===== src/rtl/depq_pkg.sv =====
// Package for the double-ended priority queue: item types, operation codes
// and the command/status structs between controller and datapath. No dependencies.
package depq_pkg;

    localparam logic [1:0] OP_INSERT     = 2'd0;
    localparam logic [1:0] OP_REMOVE_MAX = 2'd1;
    localparam logic [1:0] OP_REMOVE_MIN = 2'd2;
    localparam logic [1:0] OP_CLEAR      = 2'd3;

    typedef struct packed {
        logic [1:0]         operation;
        logic signed [31:0] value;
    } in_t;

    typedef struct packed {
        logic signed [31:0] max_value;
        logic signed [31:0] min_value;
        logic               is_empty;
        logic               overflow;
    } out_t;

    typedef struct packed {
        logic load;
        logic set_ovf;
        logic rd_prev;
        logic shift;
        logic place;
        logic rm_max;
        logic rm_min;
        logic clear;
        logic rd_min;
        logic rd_max;
        logic cap_min;
        logic cap_max;
        logic emit;
    } cmd_t;

    typedef struct packed {
        logic [1:0] op;
        logic       full;
        logic       hole_at_head;
        logic       greater;
        logic       out_free;
    } sts_t;

endpackage


===== src/rtl/depq_ctrl.sv =====
// Controller state machine of the double-ended priority queue.
// Depends on depq_pkg; drives depq_dp through cmd_t and reads sts_t.
module depq_ctrl import depq_pkg::*; (
    input  logic aclk,
    input  logic aresetn,
    input  logic s_valid,
    output logic s_ready,
    input  sts_t sts,
    output cmd_t cmd
);
    localparam logic [2:0] ST_IDLE     = 3'd0;
    localparam logic [2:0] ST_DISPATCH = 3'd1;
    localparam logic [2:0] ST_INS_CHK  = 3'd2;
    localparam logic [2:0] ST_INS_WAIT = 3'd3;
    localparam logic [2:0] ST_RD_MIN   = 3'd4;
    localparam logic [2:0] ST_RD_MAX   = 3'd5;
    localparam logic [2:0] ST_CAP_MAX  = 3'd6;
    localparam logic [2:0] ST_EMIT     = 3'd7;

    logic [2:0] state_reg, state_next;

    always_ff @(posedge aclk) begin
        if (!aresetn) begin
            state_reg <= ST_IDLE;
        end else begin
            state_reg <= state_next;
        end
    end

    always_comb begin
        cmd        = '0;
        state_next = state_reg;
        s_ready    = 1'b0;
        case (state_reg)
            ST_IDLE: begin
                s_ready = 1'b1;
                if (s_valid) begin
                    cmd.load   = 1'b1;
                    state_next = ST_DISPATCH;
                end
            end
            ST_DISPATCH: begin
                state_next = ST_RD_MIN;
                case (sts.op)
                    OP_INSERT: begin
                        if (sts.full) begin
                            cmd.set_ovf = 1'b1;
                        end else begin
                            state_next = ST_INS_CHK;
                        end
                    end
                    OP_REMOVE_MAX: cmd.rm_max = 1'b1;
                    OP_REMOVE_MIN: cmd.rm_min = 1'b1;
                    default:       cmd.clear  = 1'b1;
                endcase
            end
            ST_INS_CHK: begin
                if (sts.hole_at_head) begin
                    cmd.place  = 1'b1;
                    state_next = ST_RD_MIN;
                end else begin
                    cmd.rd_prev = 1'b1;
                    state_next  = ST_INS_WAIT;
                end
            end
            ST_INS_WAIT: begin
                if (sts.greater) begin
                    cmd.shift  = 1'b1;
                    state_next = ST_INS_CHK;
                end else begin
                    cmd.place  = 1'b1;
                    state_next = ST_RD_MIN;
                end
            end
            ST_RD_MIN: begin
                cmd.rd_min = 1'b1;
                state_next = ST_RD_MAX;
            end
            ST_RD_MAX: begin
                cmd.cap_min = 1'b1;
                cmd.rd_max  = 1'b1;
                state_next  = ST_CAP_MAX;
            end
            ST_CAP_MAX: begin
                cmd.cap_max = 1'b1;
                state_next  = ST_EMIT;
            end
            ST_EMIT: begin
                if (sts.out_free) begin
                    cmd.emit   = 1'b1;
                    state_next = ST_IDLE;
                end
            end
            default: state_next = ST_IDLE;
        endcase
    end
endmodule


===== config.mk =====
export PLATFORM = sky130hd
export DESIGN_NAME = depq_ctrl
export DESIGN_NICKNAME = d
export VERILOG_FILES = /design/src/rtl/depq_pkg.sv /design/src/rtl/depq_ctrl.sv
export SDC_FILE = /design/constraint.sdc
export NUM_CORES = 1
export LEC_CHECK = 0
export BUFFER_PORTS_ARGS = -buffer_cell sky130_fd_sc_hd__buf_2
export CELL_PAD_IN_SITES_DETAIL_PLACEMENT = 2
export CELL_PAD_IN_SITES_GLOBAL_PLACEMENT = 2
export CORE_MARGIN = 1.5
export CORE_UTILIZATION = 18
export CTS_BUF_LIST = sky130_fd_sc_hd__clkbuf_4 sky130_fd_sc_hd__clkbuf_8 sky130_fd_sc_hd__clkbuf_16
export DETAILED_ROUTE_END_ITERATION = 8
export GPL_TIMING_DRIVEN = 0
export PLACE_DENSITY = 0.74
export SETUP_SLACK_MARGIN = 0.1
export SYNTH_ARGS = -nofsm -noshare
export SYNTH_HDL_FRONTEND = slang
export SYNTH_SLANG_ARGS = --single-unit

===== constraint.sdc =====
create_clock -name aclk -period 1.58 [get_ports aclk]
set_clock_uncertainty 0.1 [all_clocks]
set_input_delay 0.158 -clock aclk [delete_from_list [all_inputs] [get_ports aclk]]
set_output_delay 0.158 -clock aclk [all_outputs]
set_load 0.03 [all_outputs]

* Word level (Yosys, flattened, before mapping)
Cells that the tools add are included.
W data, S select, Z words.
** Storage, ports and cells
- ROM bits :: 0
- Bits in latches :: 0
- Bits of input ports :: 9
- Flip-flop bits (word level) :: 3
- Output and inout port bits :: 14
- Word-level logic and storage cells :: 45
- Memories :: 0
- Memory bits (writable) :: 0
** Operators by class
- Shift-type cells :: 0
- Div/mod/pow operators :: 0
- Multiplexer cells :: 29
- Bitwise gates (word level) :: 0
- $add $sub $neg :: 0
- Order comparisons :: 0
- Reduce and logical (&&, ||, !) cells :: 4
- Eq/ne operators :: 11
- $mul :: 0
** Operators by type and width (number)
- $pmux W3 S8 :: 1
- $mux W3 :: 7
- $mux W1 :: 19
- $eq A3 B3 Y1 const B :: 4
- $eq A3 B2 Y1 const B :: 2
- $ne A2 B2 Y1 const B :: 2
- $eq A3 B1 Y1 const B :: 1
- $logic_not A3 Y1 :: 1
- $reduce_or A3 Y1 :: 1
- $eq A2 B1 Y1 const B :: 1
- $eq A2 B2 Y1 const B :: 1
- $logic_not A2 Y1 :: 1
- $mux W2 :: 1
- $pmux W1 S2 :: 1
- $reduce_and A2 Y1 :: 1

* Depth between registers and ports, before layout
Gate-level depths: netlist of the first run.
- Depth in word-level cells :: 4
- Gate-level depth with buffers :: 5
- Mapped depth without buffers :: 4

* Worst setup path before layout of the first run
OpenSTA, ideal clock, no wires.
- Kind :: reg2out
- Start :: register state_reg[1]
- End :: output cmd[12] (netlist name)
- Buffers on the path :: 1
- Arrival :: 1.590 ns
- Data required time :: 1.322 ns
- Path slack :: -0.268 ns
- Stages on the path, launching flop included :: 4
- Path through :: dfxtp_1 -> buf_6 -> nor3_1 -> and2_1
** RTL lines
- start: declaration :: line depq_ctrl.sv:20 : logic [2:0] state_reg, state_next;
- start signal: assignment :: line depq_ctrl.sv:26 : state_reg <= state_next;
- end: declaration :: line depq_ctrl.sv:9 : output cmd_t cmd

==> impl_metrics.toml, run 1 <==
[grt]
grt_overflow = 0
grt_antenna_before_repair = 0
top_usage_layer = "met2"
grt_pass1_wl_um = 1990
grt_pass1_vias = 438
grt_max_degree = 11
use_met2 = 0.233
grt_usage = 0.133
grt_use_met3 = 0.0353
use_met1 = 0.151

[power]
power.density_nw_per_um2 = 692
power_w = 0.000491
leakagePower_nw = 0.318
vdd_drop_max_mv = 0.387

[route]
drtIter0Drc = 3
totalWireLength_um = 1380
drc_errors = 0
ant_nets = 0
routedWlPerCell_um = 12.9
first_pass_iters = 3
viasPerCell = 4.55
num_vias = 487

[critical_path]
path_delay_family = "simple AND/OR/NAND/NOR gates"
arrival_ns = 1.31
critPathLaunch = "state_reg[0]"
cp-end-kind = "output port"
rr_worst_depth = 7
worstReg2RegEnd = "state_reg[2]"
cp.required_ns = 1.32
r2r-start = "state_reg[0]"
cp_num_buf_inv = 3
cpMaxStageDelayCell = "dfxtp_2"
critical_path_peak_fanout = 6
max_stage_delay_ns = 0.32
critPathKind = "flip-flop to output port"
start_kind = "flip-flop"
r2r_slack_ns = 0.11
crit_path_cell_trace = "buf_6 -> inv_8 -> nor3_4 -> nand2_1 -> nor2_1 -> buf_4"

[logic_synthesis]
synth.net_count = 57
synth_edf_count = 0
synth.distinct_cells = 24
async_reset_ff_frac = 0
synth_ff_type = "dfxtp_1"
syn_inst = 48
synth_most_common_cell = "nor2_1"
yosysTopAreaCellShare = 0.176
ys_top_cells_by_count = "nor2_1 (6), nor3_1 (5), nand2_1 (4)"
syn_avg_cell_area_um2 = 7.12
synth_top_area_cell = "dfxtp_1"
yosys-top-cells-area = "dfxtp_1 (18%), nor3_1 (7.3%), buf_6 (6.6%)"
ys_seq_area_frac = 0.176
synth_seq_cells = 3
yosys_warnings = 0
netlist_area_um2 = 342

[timing]
fin_crit_sh = 0.992
maxSlewViolCount = 0
worstMarginPinSlew_ns = 0.269
max_freq_mhz = 638
hold_viol_final = 0
setup_viol = 0
finalCriticalPeriod_ns = 1.57
rsz0062_at_grt = "yes"
maxSlewHeadroom = 0.820
setup_slack_ns = 0.0125

[layout]
antenna_cells = 0
finish.instance_area_um2 = 709
drive_above_1_share = 0.683
finalNetCount = 92
largest_reg_flops = 3
syn2layout_area_growth_pct = 108

[clock_tree]
clock_sinks = 3
clock_latency_ns = 0.23
cts_tree = "built"
clkTransAtPathRegs_ns = 0.04
cts_htree_levels = 1
cts_root_buffer = "clkbuf_4"
cts_made_buffers = 3
clockBufferDepth = 2

[placement]
dp_hpwl_um = 922
gp_congestion = 0.696
dpl_worst_slack_ns = 0.162
dpl-instance-area_um2 = 503
port_buffers = 22

[die]
die_h_um = 46.6
dieArea_um2 = 2170
pin_count = 23
die_w_um = 46.6
rows = 15
coreArea_um2 = 1750
start_util = 0.196

[worst_hold_path]
worstHoldStart = "aresetn"
holdPathEnd = "state_reg[0]"
hp-class = "input pin to flip-flop"
hold-path-cell-count = 2

[flow_run]
drv_cap = 0

[outcome]
status = "finished clean"
==> area by class of cell <==
cell class	count	area [um^2]
clock buffers	4	30.0
multi-input cells	37	285
well taps	25	31.3
inverters	4	26.3
repair buffers	30	225
fillers	203	1040
flip-flops and latches	3	66.3
plain buffers	4	45.0
==> worst max path at each step <==
stage                          to  cells after the start
after global routing       cmd[7]                      6
final                      cmd[7]                      6
after global placement    cmd[11]                      5
after floorplan           cmd[12]                      3
after CTS                  cmd[7]                      6
after detailed placement   cmd[5]                      5
==> power breakdown <==
| group | total [W] | leakage (nW) | internal (W) | switching (W) |
|---|---|---|---|---|
| Clock | 0.000152 | 0.0184 | 0.000112 | 0.0000398 |
| Combinational | 0.000251 | 0.274 | 0.000115 | 0.000136 |
| Sequential | 0.0000887 | 0.0261 | 0.0000834 | 0.00000536 |
| Total | 0.000491 | 0.318 | 0.000310 | 0.000181 |
==> routing by layer <==
metal  vias to the layer above  wire length (um)
met5                         -                 0
li1                        238                 -
met4                         0                 0
met2                        16               740
met3                         0                75
met1                       233               563
==> cells by family (layout without fill, tap and decap cells) <==
kind of cell           Yosys count  in the layout  synth area share
flip-flops                       3              3             0.176
AND/OR/NAND/NOR                 24             24             0.381
buffers and inverters            8             42             0.161
AO/OA/AOI/OAI                   12             12             0.253
multiplexers                     1              1            0.0293
==> cells in the final DEF, fill, tap and decap left out, drive strengths merged, types with 2 or more instances in the layout <==
master  count
and3        3
inv         3
a21oi       2
o21a        3
o21ai       3
dfxtp       3
nor3        6
a211oi      2
clkbuf      4
nand2       4
buf        34
nor2        6
==> stage by stage <==
step / hold WS, ns / TNS [ns] / util / instances
global placement: 0.344 / 0 / 0.288 / 95
CTS: 0.0970 / 0 / 0.351 / 103
floorplan: 0.176 / 0 / - / 48
detailed placement: 0.352 / 0 / 0.288 / 95
global route: 0.117 / -0.245 / 0.406 / 107
finish: 0.101 / 0 / 0.406 / 107
==> repair_timing <==
item	in CTS	in global routing
gates resized for setup	17	26
hold buffers	0	0
buffers inserted	4	4
pin swaps	6	5
endpoints found under the setup margin	12	13
Note: power is estimated with default switching activity, not from simulation.
==> run 2: changes to the inputs <==
Clock period 1.58 ns to 1.7 ns, I/O delays scaled along.
==> run 2 against run 1 <==
Effect of this change: sequential power decreased by 7.1%; combinational power fell by 27%; die area unchanged; highest routed layer unchanged; first-iteration DRC count is 67% lower; non-clock buffer count fell by 4.
==> impl_metrics.toml, run 2 (synthesized netlist as in run 1, its figures left out) <==
[power]
leakagePower_nw = 0.284
p_int_w = 0.000257
power.density_nw_per_um2 = 691
netSwitchingPower_w = 0.000144
seqPwrFrac = 0.205
switching_share = 0.360
combPwrFrac = 0.457
power_frac_clock = 0.338
vdd_drop_max_mv = 0.587

[layout]
syn2layout_area_growth_pct = 70.0
drive_above_1_share = 0.564
layout_commonest_cell = "buf_2"
antenna_cells = 0
final_cells = 103
finalNetCount = 88
largest_reg_flops = 3
final_cell_mix = "buf_2 (14), buf_4 (13), nor2_1 (6), clkbuf_4 (5), nand2_1 (4)"

[clock_tree]
clock_sinks = 3
hold_buffers = 0
cts_made_buffers = 3
cts_root_buffer = "clkbuf_4"
clockBufferDepth = 2
clock_latency_ns = 0.23
cts_tree = "built"
clkTransAtPathRegs_ns = 0.04
cts_htree_levels = 1

[timing]
setup_viol = 0
fin_setup_tns_ns = 0
finalCriticalPeriod_ns = 1.55
hold_viol_final = 0
maxSlewViolCount = 0
fin_crit_sh = 0.914
setup_slack_ns = 0.147
maxSlewHeadroom = 0.836
worstMarginPinSlew_ns = 0.245
max_freq_mhz = 644
rsz0062_at_grt = "yes"

[die]
die_h_um = 46.6
die_w_um = 46.6
start_util = 0.196
pin_count = 23
dieArea_um2 = 2170
coreArea_um2 = 1750
rows = 15

[route]
num_vias = 450
viasPerCell = 4.37
routedWlPerCell_um = 12.0
totalWireLength_um = 1240
first_pass_iters = 2
ant_nets = 0
drc_errors = 0
drtIter0Drc = 1

[grt]
grt_pass1_wl_um = 1930
grt_overflow = 0
grt_max_degree = 11
grt_antenna_before_repair = 0
grt_usage = 0.126
use_met2 = 0.233
grt_pass1_vias = 427
top_usage_layer = "met2"
grt_use_met3 = 0.0235
use_met1 = 0.145

[placement]
gp_congestion = 0.692
dp_hpwl_um = 931
dpl_worst_slack_ns = 0.281
port_buffers = 22
dp_cells = 95

[outcome]
status = "finished clean"

[critical_path]
cp-end-kind = "output port"
cp.required_ns = 1.43
critPathKind = "flip-flop to output port"
r2r_slack_ns = 0.26
arrival_ns = 1.28
start_kind = "flip-flop"
critical_path_peak_fanout = 5

[flow_run]
drv_cap = 0

[worst_hold_path]
hp-class = "input pin to flip-flop"
==> run 2: routing by layer <==
layer  vias to the layer above  share of wire  wire [um]
met3                         0          0.072         89
li1                        226              -          -
met2                        20           0.50        616
met4                         0              0          0
met1                       204           0.43        534
met5                         -              0          0
==> run 2: critical path, stage by stage (launching register included) <==
cell and delay [ns]:
dfxtp_2 0.33, buf_6 0.12, inv_8 0.04, nor3_4 0.22
and3_1 0.19, buf_4 0.16
==> run 2: what timing repair did <==
action,in CTS,in global routing
resized for setup,5,9
setup buffers,3,1
pin swaps,1,3
setup endpoints to repair,5,10
==> run 2: per-stage QoR <==
stage	area (um^2)	total power, W	hold slack (ns)	util
2_1_floorplan	352	0.000196	0.188	-
3_3_place_gp	493	0.000239	0.352	0.282
3_5_place_dp	493	0.000243	0.356	0.282
4_1_cts	558	0.000399	0.121	0.320
5_1_grt	581	0.000435	0.121	0.333
6_report	581	0.000401	0.122	0.333
==> run 2: final timing paths <==
check                                   from      endpoint  cells after the start
worst max register to register  state_reg[0]  state_reg[2]                      7
worst min-delay path                 aresetn  state_reg[0]                      2
worst min register to register  state_reg[1]  state_reg[0]                      3
worst max-delay path            state_reg[0]       cmd[11]                      5
==> run 2: power groups by stage <==
stage               logic [W]  registers, W  clock network (W)
global placement     0.000157     0.0000822                  0
CTS                  0.000176     0.0000813           0.000142
global route         0.000198     0.0000830           0.000154
floorplan            0.000115     0.0000815                  0
detailed placement   0.000161     0.0000824                  0
finish               0.000183     0.0000824           0.000136
==> run 2: cell type report <==
cell class,instances,area (um^2)
plain buffers,4,37.5
multi-input cells,37,236
fillers,217,1160
clock buffers,4,30.0
flip-flops and latches,3,62.6
inverters,4,22.5
well taps,25,31.3
repair buffers,26,160
